[config.mk]
export PLATFORM = sky130hd
export DESIGN_NAME = csrmv_acc_flat
export DESIGN_NICKNAME = d
export VERILOG_FILES = /design/src/csrmv_pkg.sv /design/src/csrmv_result_if.sv /design/src/csrmv_acc.sv /design/src/flat_wrapper.sv
export VERILOG_INCLUDE_DIRS = /design/src /design/src/src
export SDC_FILE = /design/constraint.sdc
export NUM_CORES = 1
export LEC_CHECK = 0
export BUFFER_PORTS_ARGS = -buffer_cell sky130_fd_sc_hd__buf_4
export CAP_MARGIN = 20
export CELL_PAD_IN_SITES_DETAIL_PLACEMENT = 1
export CELL_PAD_IN_SITES_GLOBAL_PLACEMENT = 1
export CORE_UTILIZATION = 39
export CTS_CLUSTER_SIZE = 40
export DETAILED_ROUTE_END_ITERATION = 10
export PLACE_DENSITY = 0.79
export SYNTH_ARGS = -nofsm -noshare
export SYNTH_HDL_FRONTEND = slang
export SYNTH_SLANG_ARGS = --single-unit
[constraint.sdc]
create_clock -name clk -period 3.45 [get_ports clk]
set_input_delay 0.1725 -clock clk [delete_from_list [all_inputs] [get_ports clk]]
set_output_delay 0.1725 -clock clk [all_outputs]
set_load 0.01 [all_outputs]
[src/csr_sparse_matrix_vector_mac_defines.svh]
// Assertion macros for the CSR sparse matrix-vector block.
// Used by csrmv_acc; needs a clk and an rst in scope.
`ifndef CSR_SPARSE_MATRIX_VECTOR_MAC_DEFINES_SVH
`define CSR_SPARSE_MATRIX_VECTOR_MAC_DEFINES_SVH

`ifndef SYNTHESIS
`define CSRMV_ASSERT(lbl, prop, msg) \
  lbl: assert property (@(posedge clk) disable iff (rst) prop) else $error(msg);
`define CSRMV_ASSERT_ALWAYS(lbl, prop, msg) \
  lbl: assert property (@(posedge clk) prop) else $error(msg);
`else
`define CSRMV_ASSERT(lbl, prop, msg)
`define CSRMV_ASSERT_ALWAYS(lbl, prop, msg)
`endif

`endif

[src/csrmv_pkg.sv]
// Shared constants, codes and stage types of the CSR sparse matrix-vector block.
// No dependencies; the other files that use it refer to it by scoped names.
package csrmv_pkg;

  localparam int VECTOR_DEPTH = 4096;
  localparam int VALUE_BITS   = 32;

  localparam int MODE_W     = 2;
  localparam int INDEX_W    = 12;
  localparam int OPERAND_W  = 32;
  localparam int ROW_W      = 16;
  localparam int ACC_W      = 48;
  localparam int FRAC_SHIFT = 24;
  localparam int ADDR_W     = $clog2(VECTOR_DEPTH);
  localparam int PROD_W     = 2 * VALUE_BITS;
  localparam int SUM_W      = ACC_W + 2;

  localparam logic signed [SUM_W-1:0] SUM_HI =
    {{(SUM_W-ACC_W+1){1'b0}}, {(ACC_W-1){1'b1}}};
  localparam logic signed [SUM_W-1:0] SUM_LO =
    {{(SUM_W-ACC_W+1){1'b1}}, {(ACC_W-1){1'b0}}};

  typedef enum logic [MODE_W-1:0] {
    MODE_LOAD = 2'd0,
    MODE_NZ   = 2'd1,
    MODE_END  = 2'd2
  } mode_t;

  typedef struct packed {
    logic                     valid;
    logic                     is_nz;
    logic                     is_end;
    logic signed [PROD_W-1:0] product;
  } stage_t;

endpackage

[src/csrmv_result_if.sv]
// Result channel carrying one finished row: number, sum and clip flag.
// Depends on csrmv_pkg for field widths.
interface csrmv_result_if;
  logic                               valid;
  logic                               ready;
  logic [csrmv_pkg::ROW_W-1:0]        row_number;
  logic signed [csrmv_pkg::ACC_W-1:0] row_sum;
  logic                               saturated;

  modport source (output valid, output row_number, output row_sum, output saturated,
                  input ready);
  modport sink   (input valid, input row_number, input row_sum, input saturated,
                  output ready);
endinterface

[src/csrmv_acc.sv]
// Row accumulator: floor shift, saturating add, row counter and result register.
// Depends on csrmv_pkg, csrmv_result_if and the assertion macro header.
`include "csr_sparse_matrix_vector_mac_defines.svh"

module csrmv_acc (
  input  logic                  clk,
  input  logic                  rst,
  input  csrmv_pkg::stage_t     s2,
  input  logic                  adv,
  output logic                  hold,
  csrmv_result_if.source        result
);

  logic signed [csrmv_pkg::ACC_W-1:0]  acc;
  logic                                clip_flag;
  logic [csrmv_pkg::ROW_W-1:0]         row_counter;
  logic                                res_valid;
  logic [csrmv_pkg::ROW_W-1:0]         res_row;
  logic signed [csrmv_pkg::ACC_W-1:0]  res_sum;
  logic                                res_sat;

  logic signed [csrmv_pkg::PROD_W-1:0] shifted;
  logic signed [csrmv_pkg::SUM_W-1:0]  addend;
  logic signed [csrmv_pkg::SUM_W-1:0]  sum_wide;
  logic signed [csrmv_pkg::ACC_W-1:0]  acc_next;
  logic                                clip_now;
  logic                                do_nz;
  logic                                do_end;

  always_comb begin
    shifted  = s2.product >>> csrmv_pkg::FRAC_SHIFT;
    addend   = csrmv_pkg::SUM_W'(shifted);
    sum_wide = csrmv_pkg::SUM_W'(acc) + addend;
    clip_now = 1'b0;
    if (sum_wide > csrmv_pkg::SUM_HI) begin
      acc_next = csrmv_pkg::ACC_W'(csrmv_pkg::SUM_HI);
      clip_now = 1'b1;
    end else if (sum_wide < csrmv_pkg::SUM_LO) begin
      acc_next = csrmv_pkg::ACC_W'(csrmv_pkg::SUM_LO);
      clip_now = 1'b1;
    end else begin
      acc_next = csrmv_pkg::ACC_W'(sum_wide);
    end
  end

  assign hold   = s2.valid && s2.is_end && res_valid && !result.ready;
  assign do_nz  = adv && s2.valid && s2.is_nz;
  assign do_end = adv && s2.valid && s2.is_end;

  always_ff @(posedge clk) begin
    if (rst) begin
      acc         <= '0;
      clip_flag   <= 1'b0;
      row_counter <= '0;
      res_valid   <= 1'b0;
    end else begin
      if (do_end) begin
        acc         <= '0;
        clip_flag   <= 1'b0;
        row_counter <= row_counter + 1'b1;
        res_valid   <= 1'b1;
      end else begin
        if (do_nz) begin
          acc       <= acc_next;
          clip_flag <= clip_flag | clip_now;
        end
        if (result.ready) begin
          res_valid <= 1'b0;
        end
      end
    end
  end

  always_ff @(posedge clk) begin
    if (do_end) begin
      res_row <= row_counter;
      res_sum <= acc;
      res_sat <= clip_flag;
    end
  end

  assign result.valid      = res_valid;
  assign result.row_number = res_row;
  assign result.row_sum    = res_sum;
  assign result.saturated  = res_sat;

  `CSRMV_ASSERT(a_clear_after_emit, do_end |=> (acc == '0 && !clip_flag), "row state not cleared after emit")
  `CSRMV_ASSERT(a_row_advance, do_end |=> (row_counter == csrmv_pkg::ROW_W'($past(row_counter) + 1'b1)), "row counter did not advance")
  `CSRMV_ASSERT(a_flag_quiet, (do_nz && !clip_flag && !clip_now) |=> !clip_flag, "clip flag set without a clip")
  `CSRMV_ASSERT_ALWAYS(a_hold_needs_full, hold |-> res_valid, "stall with an empty result register")

endmodule

[src/flat_wrapper.sv]
// flat-port wrapper written by rule: the top's interface ports become plain ports
module csrmv_acc_flat 
  (clk, rst, s2, adv, hold, result_valid, result_row_number, result_row_sum, result_saturated, result_ready);
  csrmv_result_if result_i ();
  input  logic clk;
  input  logic rst;
  input  csrmv_pkg::stage_t s2;
  input  logic adv;
  output logic hold;
  output wire logic [$bits(result_i.valid)-1:0] result_valid;
  output wire logic [$bits(result_i.row_number)-1:0] result_row_number;
  output wire logic [$bits(result_i.row_sum)-1:0] result_row_sum;
  output wire logic [$bits(result_i.saturated)-1:0] result_saturated;
  input wire logic [$bits(result_i.ready)-1:0] result_ready;
  assign result_valid = result_i.valid;
  assign result_row_number = result_i.row_number;
  assign result_row_sum = result_i.row_sum;
  assign result_saturated = result_i.saturated;
  assign result_i.ready = result_ready;
  csrmv_acc u_core (.clk(clk), .rst(rst), .s2(s2), .adv(adv), .hold(hold), .result(result_i));
endmodule
==> reports/qor.txt <==
========================================================================================
Count of unresolved DRC violations after routing                                       0
Dpl ws                                                                         0.0615 ns
Drt total wl                                                                     23.0 mm
Vias                                                                                6936
Average size of a mapped cell                                                   9.39 µm²
DRT antenna net count                                                                  0
Post-layout utilization of the core                                                50.0%
Total count of max-transition violations in the final report                           0
Clock tree from TritonCTS                                                           done
Arrival time reported for the critical path endpoint                             3.69 ns
Vias in the first global route                                                      7030
Launch point of the worst reg-to-reg path                                   u_core.acc[0]$_SDFFE_PP0P_
Finished layout cell area                                                       9790 µm²
Horizontal extent of the die                                                      144 µm
Post-synth net total                                                                 959
Overflow left after global routing                                                     0
Maximum clock rate                                                             0.300 GHz
Post-layout worst setup margin                                                  0.113 ns
Fraction of final layout cells sized beyond drive strength 1                       24.0%
Clock Tree Root                                                             sky130_fd_sc_hd__clkbuf_16
Count of buffers inserted at the top-level ports                                     113
Final non-filler cell total                                                         1230
Detailed-placement wirelength estimate                                           16.0 mm
Area inside the core boundary                                                  19600 µm²
Dominant register cell in the synthesized netlist                           sky130_fd_sc_hd__dfxtp_1
Die Height                                                                        144 µm
Outcome                                                                     finished clean
Cells on Worst Hold Path                                                               2
Routed len/inst                                                                  18.7 µm
Growth of design area from synthesis to finish                                     24.4%
Largest net degree at the start of global routing                                     47
Number of synthesized register bits                                                  131
Number of buffers between clock root and the deepest sink                              2
Period minus WS final                                                            3.34 ns
Number of cell rows                                                                   51
Setup slack on the worst flop-to-flop path                                       0.11 ns
Post-route total power                                                           4.39 mW
Clock insertion delay at the later pin of the skew report                        0.43 ns
Category of the critical setup timing path                                  flip-flop to flip-flop
Hold WS                                                                        0.0804 ns
Top-level I/O count                                                                  138
Critical Path RT                                                                 3.81 ns
Total of warnings raised by yosys                                                      0
NumNets Final                                                                       1073
Max transition margin                                                              53.4%
Placed Cells                                                                        1192
Power per unit of standard cell area                                          448 nW/µm²
Post-synthesis sequential area ratio                                               41.6%
Nature of the critical path startpoint                                         flip-flop
Sum of negative setup slack                                                         0 ns
Area of placed instances                                                        9060 µm²
Initial Utilization                                                                40.2%
Static power due to leakage                                                      4.07 nW
Path category of the worst min-delay check                                  input port to flip-flop
Clock H-tree levels                                                                    4
Final hold violation count                                                             0
Global-route wire length before repair                                           36.6 mm
WHS Endpoint                                                                u_core.row_counter[1]$_SDFFE_PP0P_
Largest vdd supply drop                                                         0.333 mV
Total global-route track usage                                                     22.9%
CP Capture Type                                                                flip-flop
Detailed Route Iter0 Violations                                                      388
Netlist Area Pre-Place                                                          7870 µm²
Gate Count Post-Synth                                                                838
Async SR Flop Fraction                                                                0%
Die footprint                                                                  20700 µm²
Max Cap Violations                                                                     0
Worst setup skew after layout                                                  0.0116 ns
DRT Pass-1 Iters                                                                       5
Reg2reg end                                                                 u_core.acc[24]$_SDFFE_PP0P_
Transition time of the tightest slew-check pin                                  0.699 ns
Total clock buffers created by CTS                                                    17
Vias per Instance                                                                   5.64
Portion of the clock cycle consumed by the worst path in the final layout          96.7%
Biggest fanout along the worst timing path                                             6
Worst-case reg-to-reg path depth                                                      14
Worst-path clk slew                                                              0.06 ns
# clock sinks                                                                        131
Number of setup violations in the final report                                         0
Diode insertion count for antenna repair                                               0
Hold path start                                                                      rst
Number of antenna violations at the first check in global routing                      0
Gpl congestion                                                                     0.827
Unique cell type count in the Yosys netlist                                           74
EDFF count, synth                                                                     65
========================================================================================
[how the worst max path moves through the flow]
stage / start / endpoint / depth (start not counted)
6_report: u_core.acc[0]$_SDFFE_PP0P_ / u_core.acc[24]$_SDFFE_PP0P_ / 14
5_1_grt: u_core.acc[0]$_SDFFE_PP0P_ / u_core.acc[24]$_SDFFE_PP0P_ / 14
4_1_cts: u_core.acc[22]$_SDFFE_PP0P_ / u_core.acc[0]$_SDFFE_PP0P_ / 11
3_5_place_dp: u_core.acc[0]$_SDFFE_PP0P_ / u_core.acc[40]$_SDFFE_PP0P_ / 13
3_3_place_gp: u_core.acc[0]$_SDFFE_PP0P_ / u_core.acc[46]$_SDFFE_PP0P_ / 13
2_1_floorplan: s2[64] / u_core.row_counter[13]$_SDFFE_PP0P_ / 7
[flip-flops by register name (all words and copies together), names as in the netlist]
register                  flops
u_core.acc                   48
u_core.clip_flag              1
u_core.result.row_number     16
u_core.result.row_sum        48
u_core.result.saturated       1
u_core.result.valid           1
u_core.row_counter           16
[worst max-delay path: stages, from the launching register on]
cell and delay (ns):
sky130_fd_sc_hd__dfxtp_1 0.35, sky130_fd_sc_hd__ha_2 0.23, sky130_fd_sc_hd__inv_1 0.07, sky130_fd_sc_hd__fa_1 0.40, sky130_fd_sc_hd__nand2b_4 0.18, sky130_fd_sc_hd__a21oi_4 0.20
sky130_fd_sc_hd__o41ai_4 0.14, sky130_fd_sc_hd__o311ai_4 0.37, sky130_fd_sc_hd__buf_4 0.18, sky130_fd_sc_hd__a21oi_4 0.06, sky130_fd_sc_hd__o2bb2ai_2 0.18, sky130_fd_sc_hd__a31o_4 0.31
sky130_fd_sc_hd__buf_12 0.15, sky130_fd_sc_hd__maj3_2 0.30, sky130_fd_sc_hd__a21oi_2 0.15
[kinds of logic (layout without fill, tap and decap cells)]
group / count (synthesis) / count (layout) / share of synthesized area, %
flip-flops: 131 / 131 / 41.6
buffers and inverters: 68 / 195 / 3.93
XOR/XNOR: 58 / 58 / 6.55
AO/OA/AOI/OAI: 322 / 322 / 26.0
AND/OR/NAND/NOR: 197 / 197 / 12.2
multiplexers: 2 / 2 / 0.254
adder cells (fa/ha/maj): 60 / 60 / 9.48
[layout by cell type, fill, tap and decap left out, drive strengths merged, types with 9 or more instances in the layout]
| cell type | n |
|---|---|
| nor2 | 58 |
| ha | 49 |
| nand3 | 33 |
| clkbuf | 17 |
| nand2 | 44 |
| edfxtp | 65 |
| xor2 | 21 |
| a21o | 22 |
| o21ai | 103 |
| o21a | 10 |
| and3 | 12 |
| nand4 | 9 |
| a21oi | 128 |
| maj3 | 10 |
| inv | 26 |
| nor3 | 12 |
| dfxtp | 66 |
| xnor2 | 37 |
| buf | 147 |
[Yosys cell counts, types with 3 or more instances]
library cell,instances,area [µm²]
sky130_fd_sc_hd__o31ai_1,5,37.5
sky130_fd_sc_hd__and3_1,11,68.8
sky130_fd_sc_hd__o21bai_1,6,45.0
sky130_fd_sc_hd__buf_1,3,11.3
sky130_fd_sc_hd__nand3_1,32,160
sky130_fd_sc_hd__nand2_1,44,165
sky130_fd_sc_hd__maj3_2,10,113
sky130_fd_sc_hd__buf_6,4,45.0
sky130_fd_sc_hd__xnor2_1,36,315
sky130_fd_sc_hd__nor3_1,11,55.1
sky130_fd_sc_hd__and4_1,6,52.6
sky130_fd_sc_hd__a31oi_1,7,43.8
sky130_fd_sc_hd__inv_1,16,60.1
sky130_fd_sc_hd__a21oi_2,10,87.6
sky130_fd_sc_hd__a21oi_1,116,581
sky130_fd_sc_hd__buf_4,5,37.5
sky130_fd_sc_hd__nand4_1,9,56.3
sky130_fd_sc_hd__nor2_1,58,218
sky130_fd_sc_hd__ha_1,49,613
sky130_fd_sc_hd__nor2b_1,5,31.3
sky130_fd_sc_hd__nand2b_1,7,43.8
sky130_fd_sc_hd__buf_2,3,15.0
sky130_fd_sc_hd__o211ai_1,6,45.0
sky130_fd_sc_hd__a21o_1,22,165
sky130_fd_sc_hd__xor2_1,21,184
sky130_fd_sc_hd__edfxtp_1,65,1950
sky130_fd_sc_hd__clkbuf_1,36,135
sky130_fd_sc_hd__o21ai_1,5,25.0
sky130_fd_sc_hd__dfxtp_1,66,1320
sky130_fd_sc_hd__o21ai_0,98,490
sky130_fd_sc_hd__o21a_1,9,67.6
[area by class of cell]
class	count	area, µm²
Sequential cell	131	3270
Tap cell	265	332
Clock inverter	15	164
Multi-Input combinational cell	639	4360
Inverter	16	60.1
Fill cell	2234	9800
Timing Repair Buffer	147	1170
Clock buffer	17	425
[per-layer routing]
| layer | GRT usage, % | wire [µm] | part of all wire [%] |
|---|---|---|---|
| met1 | 29.5 | 10600 | 46 |
| met2 | 38.5 | 11100 | 48 |
| met3 | 4.04 | 871 | 3.8 |
| met5 | 0 | 0 | 0 |
| met4 | 7.95 | 470 | 2.0 |
[report_power, final]
| part | switching, mW | leakage, nW | internal, mW | total (mW) |
|---|---|---|---|---|
| registers | 0.0317 | 1.17 | 1.68 | 1.71 |
| clock network | 0.800 | 0.286 | 1.03 | 1.83 |
| logic | 0.498 | 2.62 | 0.351 | 0.849 |
[repair_timing]
item,4_1_cts,5_1_grt
hold buffers,0,0
setup buffers,0,4
setup endpoints to repair,0,9
resized for setup,0,10
(Power assumes the default switching activity.)
